## src/rtl/frrs_sqrt_pipe.sv

```systemverilog
`timescale 1ns / 1ps
`default_nettype none
// ----------------------------------------------------------------------------
// frrs_sqrt_pipe
// Pipelined integer square root, one result bit per register stage, with a
// sideband word and valid bit carried alongside.
// ----------------------------------------------------------------------------
module frrs_sqrt_pipe #(
    parameter int ITER = 16,
    parameter int SW   = 1
) (
    input  wire logic              aclk,
    input  wire logic              aresetn,
    input  wire logic              en,
    input  wire logic              in_valid,
    input  wire logic [2*ITER-1:0] in_val,
    input  wire logic [SW-1:0]     in_side,
    output logic                   out_valid,
    output logic [ITER-1:0]        out_root,
    output logic [SW-1:0]          out_side
);

    localparam int W = 2 * ITER;

    logic [W-1:0]  rem_reg  [0:ITER-1];
    logic [W-1:0]  res_reg  [0:ITER-1];
    logic [SW-1:0] side_reg [0:ITER-1];
    logic          vld_reg  [0:ITER-1];

    for (genvar k = 0; k < ITER; k++) begin : g_stage
        localparam logic [W-1:0] BIT = W'(1) << (2 * (ITER - 1 - k));
        logic [W-1:0]  rem_in;
        logic [W-1:0]  res_in;
        logic [SW-1:0] side_in;
        logic          vld_in;
        logic [W-1:0]  trial;
        logic [W-1:0]  rem_next;
        logic [W-1:0]  res_next;

        if (k == 0) begin : g_first
            assign rem_in  = in_val;
            assign res_in  = '0;
            assign side_in = in_side;
            assign vld_in  = in_valid;
        end else begin : g_rest
            assign rem_in  = rem_reg[k-1];
            assign res_in  = res_reg[k-1];
            assign side_in = side_reg[k-1];
            assign vld_in  = vld_reg[k-1];
        end

        always_comb begin
            trial = res_in + BIT;
            if (rem_in >= trial) begin
                rem_next = rem_in - trial;
                res_next = (res_in >> 1) + BIT;
            end else begin
                rem_next = rem_in;
                res_next = res_in >> 1;
            end
        end

        always_ff @(posedge aclk) begin
            if (!aresetn) begin
                vld_reg[k] <= 1'b0;
            end else if (en) begin
                vld_reg[k] <= vld_in;
            end
        end

        always_ff @(posedge aclk) begin
            if (en) begin
                rem_reg[k]  <= rem_next;
                res_reg[k]  <= res_next;
                side_reg[k] <= side_in;
            end
        end
    end

    assign out_valid = vld_reg[ITER-1];
    assign out_root  = res_reg[ITER-1][ITER-1:0];
    assign out_side  = side_reg[ITER-1];

endmodule
`default_nettype wire

```

## config.mk

```make
export PLATFORM = sky130hd
export DESIGN_NAME = frrs_sqrt_pipe
export DESIGN_NICKNAME = d
export VERILOG_FILES = /design/src/rtl/frrs_sqrt_pipe.sv
export SDC_FILE = /design/constraint.sdc
export NUM_CORES = 1
export LEC_CHECK = 0
export ABC_AREA = 1
export BUFFER_PORTS_ARGS = -buffer_cell sky130_fd_sc_hd__buf_2
export CORE_MARGIN = 4
export CORE_UTILIZATION = 32
export DETAILED_ROUTE_END_ITERATION = 8
export MAX_ROUTING_LAYER = met4
export PLACE_DENSITY_LB_ADDON = 0.05
export SYNTH_ARGS = -nofsm -noshare
export SYNTH_HDL_FRONTEND = slang
export SYNTH_SLANG_ARGS = --single-unit
export TNS_END_PERCENT = 1
```

## constraint.sdc

```tcl
create_clock -name aclk -period 4.2 [get_ports aclk]
set_clock_uncertainty 0.2 [all_clocks]
set_input_delay 0.42 -clock aclk [delete_from_list [all_inputs] [get_ports aclk]]
set_output_delay 0.42 -clock aclk [all_outputs]
set_load 0.03 [all_outputs]
```

==> results.yml <==
floorplan:
  initial_core_util_pct: 32.35
  io-pin-count: 55
  core-area_um2: 107500
  die-area_um2: 114000
  rows: 120
  die_h_um: 337.6
  chipWidth_um: 337.6
synthesis:
  synth_seq_area_share_pct: 55.93
  synth_area_um2: 34770
  synth-main-ff-cell: "edfxtp_1"
  synth-edff-count: 647
  async_reset_ff_share_pct: 0
  synthCells: 3717
  post_synth_num_cell_types: 46
  ys_ff_latch: 648
  synth_area_per_cell_um2: 9.355
  synth_fp_nets: 3904
  yosysWarnings: 0
timing:
  period_minus_slack_ns: 2.982
  max_slew.worst_pin.slew_ns: 0.8757
  slew_viol_final: 0
  hold_violations: 0
  fin_crit_sh_pct: 70.99
  rsz0062_at_grt: "no"
  slew_headroom_pct: 41.48
  tns_ns: 0
  setup_viol: 0
  clock.fmax_mhz: 335.4
job:
  cap_violations: 0
detailed_routing:
  vias: 24370
  drcViolationCount: 0
  ant_nets: 0
  drtIter0Drc: 1456
  drt_pre_antenna_iters: 5
  routed_wl_mm: 92.07
  post_drt_wl_per_cell_um: 17.24
  via_per_inst: 4.563
critical_path:
  start_kind: "flip-flop"
  critPathMaxFanout: 37
  critPathCaptureType: "flip-flop"
  critPathKind: "flip-flop to flip-flop"
  cp.required_ns: 4.40
  arrival_ns: 3.18
power:
  power_uw: 19490
  p_leak_uw: 0.01675
  ir_drop_v: 0.0003377
  powerDensity_nw_per_um2: 490.9
placement:
  gp_congestion: 0.8589
  port_buffers: 54
  dpl.hpwl_mm: 70.95
  dpl_cell_area_um2: 36730
grt:
  grtUsageTotal_pct: 16.72
  grt_antenna_before_repair: 0
  grt_overflow: 0
  grt_pass1_wl_mm: 143.3
  grt_pass1_vias: 24610
  grt_max_degree: 124
layout:
  nets: 4062
  largest_reg_flops: 480
  final_area_um2: 39700
  antennaDiodeCount: 0
  drive_above_1_share_pct: 8.888
  syn_to_final_growth_pct: 14.17
clock_network:
  cts_tree: "built"
  htree_levels: 3
  clockRootBuffer: "clkbuf_16"
  ctsLongestPathBuffers: 3
  post-cts-setup-buffers: 0
  clkSinkCount: 648
  clk_latency_ns: 0.65
  numCtsBuffers: 80
  clk_pin_slew_worst_paths_ns: 0.05
run_status:
  status: "completed"
worst_hold_path:
  min-delay-path-class: "input pin to flip-flop"
-- layer usage --
layer  wire length (um)  up-vias  part of all wire (%)  global-route usage, %
li1                   -    12610                     -                      -
met1              42720    11320                    46                  21.43
met2              44530      325                    48                  28.13
met3               2833      117                   3.1                  2.367
met4               1980        0                   2.2                  3.856
met5                  0        -                     0                      -
-- cell usage after synthesis, types with 2 or more instances --
library cell / count / area [um^2]
a21oi_2: 50 / 437.9
nor2_1: 384 / 1441
nand2_4: 4 / 45.04
buf_6: 16 / 180.2
nand3b_1: 37 / 277.8
inv_1: 582 / 2185
nor2_2: 14 / 87.58
nand4_2: 2 / 25.02
edfxtp_1: 647 / 19430
xnor2_1: 60 / 525.5
nor2_4: 11 / 123.9
nand3_1: 195 / 975.9
o21bai_1: 6 / 45.04
nor4_1: 24 / 150.1
nand3_2: 5 / 50.05
a21oi_1: 99 / 495.5
o21a_1: 2 / 15.01
nand2_1: 1039 / 3900
nor3_1: 44 / 220.2
o21ai_0: 66 / 330.3
nor2b_1: 2 / 12.51
nor3b_1: 6 / 45.04
o21ai_1: 44 / 220.2
xor2_1: 47 / 411.6
inv_2: 13 / 48.80
or2_2: 11 / 68.82
o21ai_2: 38 / 332.8
ha_1: 150 / 1877
o211ai_1: 2 / 15.01
nand4_1: 68 / 425.4
a21o_1: 7 / 52.55
nand2_2: 18 / 112.6
buf_4: 5 / 37.54
a21boi_0: 7 / 52.55
-- path summary, 6_finish.rpt --
check                       startpoint                         to  slack [ns]  depth (start not counted)
max          rem_reg[1][146]$_DFFE_PP_  rem_reg[1][177]$_DFFE_PP_        1.22                         11
min                                 en  rem_reg[0][247]$_DFFE_PP_        0.04                          1
max reg2reg  rem_reg[1][146]$_DFFE_PP_  rem_reg[1][177]$_DFFE_PP_        1.22                         11
min reg2reg   side_reg[4][1]$_DFFE_PP_   side_reg[5][0]$_DFFE_PP_        0.22                          0
-- report_power, final --
part,internal [uW],switching [uW],total [uW]
combinational,1370,2560,3930
sequential,8090,567,8660
clock,4070,2840,6900
-- cell type report --
type / count / area (um^2)
flip-flops and latches: 648 / 19450
well taps: 1403 / 1755
inverters: 597 / 2248
clock buffers: 96 / 2083
multi-input cells: 2448 / 12830
repair buffers: 100 / 788.3
clock inverters: 49 / 540.5
fillers: 11020 / 67800
-- cell usage in the layout, fill, tap and decap left out, drive strengths merged, types with 60 or more instances in the layout --
master  Yosys  final
nand3     200    200
nor2      410    410
buf        23     65
edfxtp    647    647
xnor2      60     60
inv       597    600
a21oi     149    149
clkbuf      1     96
ha        150    150
nand4      70     70
nand2    1061   1061
o21ai     149    149
-- metrics by stage --
stage / utilization (%) / setup WS [ns] / hold slack, ns / cells
2_1_floorplan: - / 2.070 / 0.2003 / 3717
3_3_place_gp: 34.16 / 1.240 / 0.2027 / 5161
3_5_place_dp: 34.16 / 1.237 / 0.2045 / 5161
4_1_cts: 36.93 / 1.228 / 0.02472 / 5341
5_1_grt: 36.93 / 0.9949 / 0.03185 / 5341
6_report: 36.93 / 1.218 / 0.03947 / 5341
-- critical path: stages, from the launching register on --
cell and delay (ns):
edfxtp_1 0.41, ha_1 0.38, inv_1 0.11, nor2_1 0.07, nand2_1 0.13, nor2_1 0.06
nand4_1 0.16, nand2_4 0.13, nor2_8 0.58, inv_1 0.30, nand2_1 0.13, nand2_1 0.05
-- kinds of logic (layout without fill, tap and decap cells) --
logic type	Yosys count	after routing	synth area share [%]
AOI/OAI and AO/OA	323	323	5.811
xor gates and xnor gates	107	107	2.695
adders and majority gates	150	150	5.397
buffers and inverters	621	842	7.160
DFF	648	648	55.93
and+or+nand+nor	1868	1868	23.01
-- repair_timing --
| item | 4_1_cts | 5_1_grt |
|---|---|---|
| hold buffers | 35 | 0 |
| resized for setup | 0 | 0 |
| setup endpoints to repair | 0 | 0 |
| hold endpoints to repair | 35 | 0 |
(Power assumes the default switching activity.)
