## config.mk

```make
export PLATFORM = sky130hd
export DESIGN_NAME = frrs_div_pipe
export DESIGN_NICKNAME = d
export VERILOG_FILES = /design/src/rtl/frrs_div_pipe.sv
export SDC_FILE = /design/constraint.sdc
export NUM_CORES = 1
export LEC_CHECK = 0
export ABC_AREA = 1
export BUFFER_PORTS_ARGS = -buffer_cell sky130_fd_sc_hd__buf_2
export CAP_MARGIN = 20
export CORE_ASPECT_RATIO = 0.5
export CORE_MARGIN = 4
export CORE_UTILIZATION = 60
export CTS_BUF_LIST = sky130_fd_sc_hd__clkbuf_8 sky130_fd_sc_hd__clkbuf_16
export DETAILED_ROUTE_END_ITERATION = 8
export PLACE_DENSITY = 0.84
export REMOVE_ABC_BUFFERS = 1
export SETUP_SLACK_MARGIN = 0.3
export SYNTH_ARGS = -nofsm -noshare
export SYNTH_HDL_FRONTEND = slang
export SYNTH_SLANG_ARGS = --single-unit
export TNS_END_PERCENT = 10
```

## constraint.sdc

```tcl
create_clock -name aclk -period 3.85 [get_ports aclk]
set_input_delay 0.1925 -clock aclk [delete_from_list [all_inputs] [get_ports aclk]]
set_output_delay 0.1925 -clock aclk [all_outputs]
set_load 0.005 [all_outputs]
```

## src/rtl/frrs_div_pipe.sv

```systemverilog
`timescale 1ns / 1ps
`default_nettype none
// ----------------------------------------------------------------------------
// frrs_div_pipe
// Pipelined restoring divider, one quotient bit per register stage. The
// caller guarantees that the quotient fits in QB bits.
// ----------------------------------------------------------------------------
module frrs_div_pipe #(
    parameter int NW = 30,
    parameter int DW = 14,
    parameter int QB = 15,
    parameter int SW = 1
) (
    input  wire logic          aclk,
    input  wire logic          aresetn,
    input  wire logic          en,
    input  wire logic          in_valid,
    input  wire logic [NW-1:0] in_num,
    input  wire logic [DW-1:0] in_den,
    input  wire logic [SW-1:0] in_side,
    output logic               out_valid,
    output logic [QB-1:0]      out_quot,
    output logic [SW-1:0]      out_side
);

    localparam int W = (NW > DW + QB) ? NW : DW + QB;

    logic [NW-1:0] rem_reg  [0:QB-1];
    logic [DW-1:0] den_reg  [0:QB-1];
    logic [QB-1:0] quot_reg [0:QB-1];
    logic [SW-1:0] side_reg [0:QB-1];
    logic          vld_reg  [0:QB-1];

    for (genvar k = 0; k < QB; k++) begin : g_stage
        localparam int J = QB - 1 - k;
        logic [NW-1:0] rem_in;
        logic [DW-1:0] den_in;
        logic [QB-1:0] quot_in;
        logic [SW-1:0] side_in;
        logic          vld_in;
        logic [W-1:0]  trial;
        logic          ge;
        logic [NW-1:0] rem_next;
        logic [QB-1:0] quot_next;

        if (k == 0) begin : g_first
            assign rem_in  = in_num;
            assign den_in  = in_den;
            assign quot_in = '0;
            assign side_in = in_side;
            assign vld_in  = in_valid;
        end else begin : g_rest
            assign rem_in  = rem_reg[k-1];
            assign den_in  = den_reg[k-1];
            assign quot_in = quot_reg[k-1];
            assign side_in = side_reg[k-1];
            assign vld_in  = vld_reg[k-1];
        end

        always_comb begin
            trial     = W'(den_in) << J;
            ge        = W'(rem_in) >= trial;
            rem_next  = ge ? NW'(W'(rem_in) - trial) : rem_in;
            quot_next = quot_in | (QB'(ge) << J);
        end

        always_ff @(posedge aclk) begin
            if (!aresetn) begin
                vld_reg[k] <= 1'b0;
            end else if (en) begin
                vld_reg[k] <= vld_in;
            end
        end

        always_ff @(posedge aclk) begin
            if (en) begin
                rem_reg[k]  <= rem_next;
                den_reg[k]  <= den_in;
                quot_reg[k] <= quot_next;
                side_reg[k] <= side_in;
            end
        end
    end

    assign out_valid = vld_reg[QB-1];
    assign out_quot  = quot_reg[QB-1];
    assign out_side  = side_reg[QB-1];

endmodule
`default_nettype wire

```

==> flow_summary.json, run 1 <==
{
  "combPwrFrac": 0.372,
  "grt_max_degree": 98,
  "synthCells": 5581,
  "p_seq_frac": 0.391,
  "drc": 0,
  "cap_violations": 0,
  "tritoncts": "built",
  "die_area_mm2": 0.0811,
  "globalplace.congestion": 0.969,
  "syn2layout_area_growth_pct": 9.31,
  "num-fill-cells": 6124,
  "crit_path_cell_trace": "inv_1 > ha_1 > nand2_1 > inv_1 > nand3_1 > nor2_1 > nand2_1 > nor2_1 > nor2_1 > nand2_2 > inv_2 > a21oi_1",
  "critPathBufInv": 3,
  "cp.required_ns": 4.31,
  "yosys_register_bits": 766,
  "io_buffers": 65,
  "whs_endpoint": "rem_reg[1][28]$_DFFE_PP_",
  "cts-root-buf": "clkbuf_16",
  "die_w_um": 399,
  "synth_warnings": 0,
  "r2r-end": "rem_reg[1][59]$_DFFE_PP_",
  "hold_viol": 0,
  "ctsResizeCount": 0,
  "tns_ns": 0,
  "final_max_slew_viol_count": 0,
  "fin_hold_ws_ns": 0.0577,
  "first_pass_iters": 7,
  "max_stage_delay_ns": 0.43,
  "gr-usage-all-layers": 0.300,
  "layout_commonest_cell": "nand2_1",
  "crit_start": "den_reg[1][4]$_DFFE_PP_",
  "ys_top_cells_by_area": "edfxtp_1 50%, nand2_1 16%, inv_1 8.2%",
  "cts_max_path_buffers": 3,
  "syn_area_mm2": 0.0458,
  "period_share": 0.783,
  "synth_top_area_cell": "edfxtp_1",
  "rrSetupSlack_ns": 0.83,
  "clk_pin_slew_ns": 0.08,
  "vias": 36700,
  "multiInputGateArea_mm2": 0.0185,
  "post_drt_wl_per_cell_um": 17.8,
  "grt_pass1_wl_mm": 190,
  "routed_wl_mm": 121,
  "placementRows": 71,
  "initial_utilization": 0.607,
  "ys_types": 51,
  "finalSetupViolations": 0,
  "drt_iter0_drc": 3446,
  "worstHoldStart": "en",
  "largest_reg_flops": 420,
  "cts_max_level": 3,
  "fp.dieH_um": 203,
  "end_kind": "flop",
  "path_delay_family": "simple AND/OR/NAND/NOR gates",
  "path_class": "reg -> reg",
  "final_antenna_net_count": 0,
  "power_leakage_uw": 0.0234,
  "yosysSeqAreaShare": 0.502,
  "relSlewSlack": 0.376,
  "p_switching_uw": 12400,
  "drive_above_1_share": 0.0594,
  "cts_buffers": 70,
  "rsz0062_at_grt": "false",
  "yosys.area.top_type_share": 0.502,
  "syn_avg_cell_area_um2": 8.21,
  "critPathMaxFanout": 20,
  "final_cell_mix": "1982 x nand2_1, 1009 x inv_1, 765 x edfxtp_1, 516 x nor2_1, 354 x nand3_1",
  "power_density_mw_per_mm2": 632,
  "reg2regPathDepth": 12,
  "cts_sinks": 766,
  "place_area_mm2": 0.0472,
  "antenna_found_initial": 1,
  "startpoint_type": "flop",
  "max_freq_mhz": 332,
  "cp_common_cell": "nor2_1",
  "p_clk_frac": 0.237,
  "peakVddDrop_uv": 395,
  "dp_hpwl_mm": 92.5,
  "cp.arrival_ns": 3.48,
  "timing.final.crit_period_ns": 3.02,
  "worst_pin_slew_ns": 0.935,
  "fin_skew_ns": 0.0289,
  "register_area_mm2": 0.0230,
  "p_int_uw": 19200,
  "post-route-cell-area_mm2": 0.0501,
  "core_region_area_mm2": 0.0754,
  "hold_depth": 1,
  "final_nets": 6005,
  "hold_class": "in -> reg",
  "grt_pass1_vias": 35600,
  "rr_startpoint": "den_reg[1][4]$_DFFE_PP_",
  "io_pins": 66,
  "crit_slowest_cell": "edfxtp_1",
  "switching_share": 0.392,
  "status": "finished clean",
  "insertion_delay_ns": 0.67,
  "grt-ovfl-total": 0,
  "via_per_inst": 5.38
}
[what timing repair did]
| item | in CTS | in global routing |
|---|---|---|
| endpoints found under the setup margin | 0 | 0 |
| hold buffers | 47 | 0 |
| buffers inserted | 0 | 0 |
| hold endpoints to repair | 47 | 0 |
[stage by stage]
step | utilization | setup WS (ns) | std cells | power, uW
after global routing | 0.664 | 0.719 | 6811 | 33700
after CTS | 0.664 | 0.986 | 6811 | 31500
after floorplan | - | 1.35 | 5533 | 20500
after detailed placement | 0.625 | 1.01 | 6635 | 23900
final | 0.664 | 0.834 | 6812 | 31600
after global placement | 0.625 | 1.03 | 6635 | 23700
[worst max-delay path by stage]
stage,endpoint,slack [ns],depth (start not counted)
6_report,rem_reg[1][59]$_DFFE_PP_,0.83,12
5_1_grt,rem_reg[3][47]$_DFFE_PP_,0.72,12
4_1_cts,rem_reg[4][8]$_DFFE_PP_,0.99,13
3_5_place_dp,rem_reg[1][59]$_DFFE_PP_,1.01,12
3_3_place_gp,rem_reg[4][12]$_DFFE_PP_,1.03,13
2_1_floorplan,rem_reg[4][10]$_DFFE_PP_,1.35,12
[per-layer routing]
metal,track usage,up-vias,part of all wire
li1,-,18100,-
met1,0.372,17000,0.41
met2,0.532,1284,0.49
met3,0.0381,328,0.053
met4,0.125,0,0.046
met5,0,-,0
[cells in the mapped netlist, drive strengths merged]
cell type  count
clkinv         2
a21oi        189
nand2       2010
nand3        361
a31oi          1
inv         1018
buf           46
nor4           3
a21o           1
o21bai         1
nand2b         1
or2           12
o21ai        112
nor3          26
edfxtp       765
xnor2         51
fa            14
and2          11
nand4         69
nor2         543
xor2          69
nor3b          2
ha           210
and3           3
a21boi         7
nand3b        51
clkbuf         2
dfxtp          1
[logic make-up after synthesis]
group                    share of synthesized area
adder cells (fa/ha/maj)                     0.0635
XOR/XNOR                                    0.0229
buffers and inverters                       0.0935
AND/OR/NAND/NOR                              0.279
AO/OA/AOI/OAI                               0.0392
flip-flops                                   0.502
[final cells by class]
class | count | share of cell area
diodes | 1 | 0.0000500
clock buffers | 71 | 0.0353
clock inverters | 58 | 0.0131
inverters | 1020 | 0.0767
multi-input cells | 3747 | 0.370
flip-flops and latches | 766 | 0.459
well taps | 1022 | 0.0255
repair buffers | 127 | 0.0201
[power groups by stage]
stage               combinational (uW)  clock [uW]  sequential [uW]
detailed placement               11400           0            12500
floorplan                         8580           0            11900
finish                           11800        7490            12400
CTS                              11600        7550            12300
global route                     13300        7960            12400
global placement                 11200           0            12500
(Power assumes the default switching activity.)
==> run 2: changes to the inputs <==
--- a/config.mk
+++ b/config.mk
@@ -10,10 +10,10 @@
 export CAP_MARGIN = 20
 export CORE_ASPECT_RATIO = 0.5
 export CORE_MARGIN = 4
-export CORE_UTILIZATION = 60
+export CORE_UTILIZATION = 58
 export CTS_BUF_LIST = sky130_fd_sc_hd__clkbuf_8 sky130_fd_sc_hd__clkbuf_16
 export DETAILED_ROUTE_END_ITERATION = 8
-export PLACE_DENSITY = 0.84
+export PLACE_DENSITY = 0.85
 export REMOVE_ABC_BUFFERS = 1
 export SETUP_SLACK_MARGIN = 0.3
 export SYNTH_ARGS = -nofsm -noshare
==> constraint.sdc (replaced) <==
create_clock -name aclk -period 2.5 [get_ports aclk]
set_input_delay 0.125 -clock aclk [delete_from_list [all_inputs] [get_ports aclk]]
set_output_delay 0.125 -clock aclk [all_outputs]
set_load 0.005 [all_outputs]
==> run 2 against run 1 <==
Sequential share of layout area is 3.7 points lower. Sequential power is 57% higher. Total power up 66%. Cell count grew 3.6%. Setup slack got worse by 0.64 ns. Clock power is 55% higher. Non-clock buffer count increased by 233. Critical path depth grew 2. Largest power group is now combinational logic.
==> flow_summary.json, run 2 (synthesized netlist as in run 1, its figures left out) <==
{
  "post_drt_wl_per_cell_um": 18.8,
  "preCtsSetupSlack_ns": -0.0420,
  "syn2layout_area_growth_pct": 18.9,
  "grt_pass1_wl_mm": 198,
  "timing.final.crit_period_ns": 2.30,
  "cp.arrival_ns": 2.73,
  "cts_buffers": 72,
  "use_met2": 0.530,
  "cap_violations": 0,
  "cts_sinks": 766,
  "cp.depth": 14,
  "p_seq_frac": 0.371,
  "cts_max_path_buffers": 3,
  "grt_pass1_vias": 36700,
  "fin_skew_ns": 0.0264,
  "cts-root-buf": "clkbuf_16",
  "busiest_layer": "met2",
  "rsz0062_at_grt": "true",
  "io_pins": 66,
  "critPathMaxFanout": 8,
  "hold_viol": 0,
  "finalWorstSetupSlack_ns": 0.197,
  "crit_path_cell_trace": "inv_1 > ha_2 > inv_2 > fa_2 > nand3_2 > nand3_2 > nand2_1 > nand2_2 > nand2_2 > nand3_4 > nor2_4 > buf_12 > buf_16 > a21oi_1",
  "grt_max_degree": 98,
  "reg2regPathDepth": 14,
  "die_w_um": 405,
  "relSlewSlack": 0.595,
  "max_freq_mhz": 434,
  "crit_slowest_cell": "edfxtp_1",
  "p_switching_uw": 20700,
  "combPwrFrac": 0.408,
  "final_max_slew_viol_count": 0,
  "peakVddDrop_uv": 545,
  "final_cell_mix": "1896 x nand2_1, 972 x inv_1, 765 x edfxtp_1, 479 x nor2_1, 326 x nand3_1",
  "insertion_delay_ns": 0.67,
  "largest_reg_flops": 420,
  "rr_startpoint": "rem_reg[3][36]$_DFFE_PP_",
  "globalplace.congestion": 0.973,
  "drive_above_1_share": 0.153,
  "die_area_mm2": 0.0838,
  "hold_class": "in -> reg",
  "rrSetupSlack_ns": 0.20,
  "r2r-end": "rem_reg[4][28]$_DFFE_PP_",
  "fp.dieH_um": 207,
  "period_share": 0.921,
  "power_leakage_uw": 0.0248,
  "tritoncts": "built",
  "via_per_inst": 5.47,
  "clk_pin_slew_ns": 0.07,
  "drc": 0,
  "num-fill-cells": 5930,
  "worst_pin_slew_ns": 0.607,
  "switching_share": 0.393,
  "crit_start": "rem_reg[3][36]$_DFFE_PP_",
  "power_density_mw_per_mm2": 966,
  "path_delay_family": "simple AND/OR/NAND/NOR gates",
  "max_stage_delay_ns": 0.40,
  "initial_utilization": 0.589,
  "grt-ovfl-total": 0,
  "drt_iter0_drc": 3967,
  "placementRows": 72,
  "p_clk_frac": 0.222,
  "dp_hpwl_mm": 98.1,
  "vias": 38600,
  "end_kind": "flop",
  "startpoint_type": "flop",
  "met3_usage": 0.0402,
  "cp.required_ns": 2.93,
  "antenna_found_initial": 2,
  "gr-usage-all-layers": 0.306,
  "core_region_area_mm2": 0.0777,
  "diodes": 0,
  "io_buffers": 65,
  "final_antenna_net_count": 0,
  "routed_wl_mm": 132,
  "gr-usage-met1": 0.391,
  "status": "finished clean",
  "cp-endpoint": "rem_reg[4][28]$_DFFE_PP_",
  "path_class": "reg -> reg",
  "first_pass_iters": 8,
  "finalSetupViolations": 0,
  "critPathBufInv": 4,
  "final_nets": 6241,
  "p_int_uw": 31900,
  "layout_commonest_cell": "nand2_1",
  "fin_hold_ws_ns": 0.185,
  "cts_max_level": 3
}
## run 2: changes by cell type in the layout (fill, tap and decap cells not counted), moves of 19 or more
cell     before   now
nor2_1      516   479
ha_1        210    93
inv_2        11    43
nor2_2       22    50
a21oi_2      37    57
nand2_1    1982  1896
nand2_2      25    89
nand2_4       3    24
nand3_1     354   326
a21oi_1     151   129
ha_2          0    19
inv_1      1009   972
buf_4         8   206
ha_4          0    98
## run 2: worst min path at each step
stage / start / endpoint / slack (ns) / cells after the start
floorplan: in_den[0] / den_reg[0][0]$_DFFE_PP_ / 0.22 / 0
global placement: in_side / side_reg[0]$_DFFE_PP_ / 0.30 / 1
detailed placement: in_side / side_reg[0]$_DFFE_PP_ / 0.30 / 1
CTS: in_side / side_reg[0]$_DFFE_PP_ / 0.13 / 2
global route: in_num[1] / rem_reg[0][1]$_DFFE_PP_ / 0.16 / 2
finish: in_num[1] / rem_reg[0][1]$_DFFE_PP_ / 0.19 / 2
## run 2: power groups by stage
stage | registers (uW) | logic, uW | clock network, uW
finish | 19500 | 21400 | 11600
global route | 19600 | 23900 | 12300
CTS | 19300 | 18900 | 11800
detailed placement | 19500 | 18000 | 0
global placement | 19400 | 17800 | 0
floorplan | 18300 | 13200 | 0
## run 2: what timing repair did
| item | in CTS | in global routing |
|---|---|---|
| setup endpoints to repair | 279 | 303 |
| cloned | 6 | 6 |
| hold buffers | 48 | 0 |
| pin swaps | 19 | 75 |
| hold endpoints to repair | 74 | 0 |
| resized for setup | 133 | 339 |
| setup buffers | 41 | 91 |
## run 2: metrics by stage
| stage | setup TNS, ns | power, uW | instance area, um^2 | std cells | utilization |
|---|---|---|---|---|---|
| floorplan | -0.0240 | 31500 | 45400 | 5533 | - |
| global placement | -0.166 | 37300 | 48000 | 6738 | 0.617 |
| detailed placement | -0.0660 | 37500 | 48000 | 6738 | 0.617 |
| CTS | 0 | 50000 | 52000 | 6963 | 0.669 |
| global route | 0 | 55800 | 54400 | 7060 | 0.700 |
| finish | 0 | 52600 | 54400 | 7060 | 0.700 |
## run 2: layer usage
metal / part of all wire / up-vias
met2: 0.48 / 1566
met5: 0.00019 / -
li1: - / 18600
met1: 0.41 / 18100
met3: 0.063 / 380
met4: 0.049 / 4
## run 2: worst reg2reg max path: stages (launching register included)
cell	delay [ns]
edfxtp_1	0.40
inv_1	0.09
ha_2	0.18
inv_2	0.04
fa_2	0.36
nand3_2	0.08
nand3_2	0.08
nand2_1	0.08
nand2_2	0.07
nand2_2	0.10
nand3_4	0.09
nor2_4	0.16
buf_12	0.15
buf_16	0.14
a21oi_1	0.05
## run 2: area by class of cell
cell class	instances	area, um^2	area share
clock inverter	57	631	0.0116
sequential	766	23000	0.422
multi-input combinational	3748	20700	0.380
clock buffer	73	1830	0.0336
inverter	1020	3870	0.0711
tap	1036	1300	0.0238
timing repair buffer	360	3150	0.0579
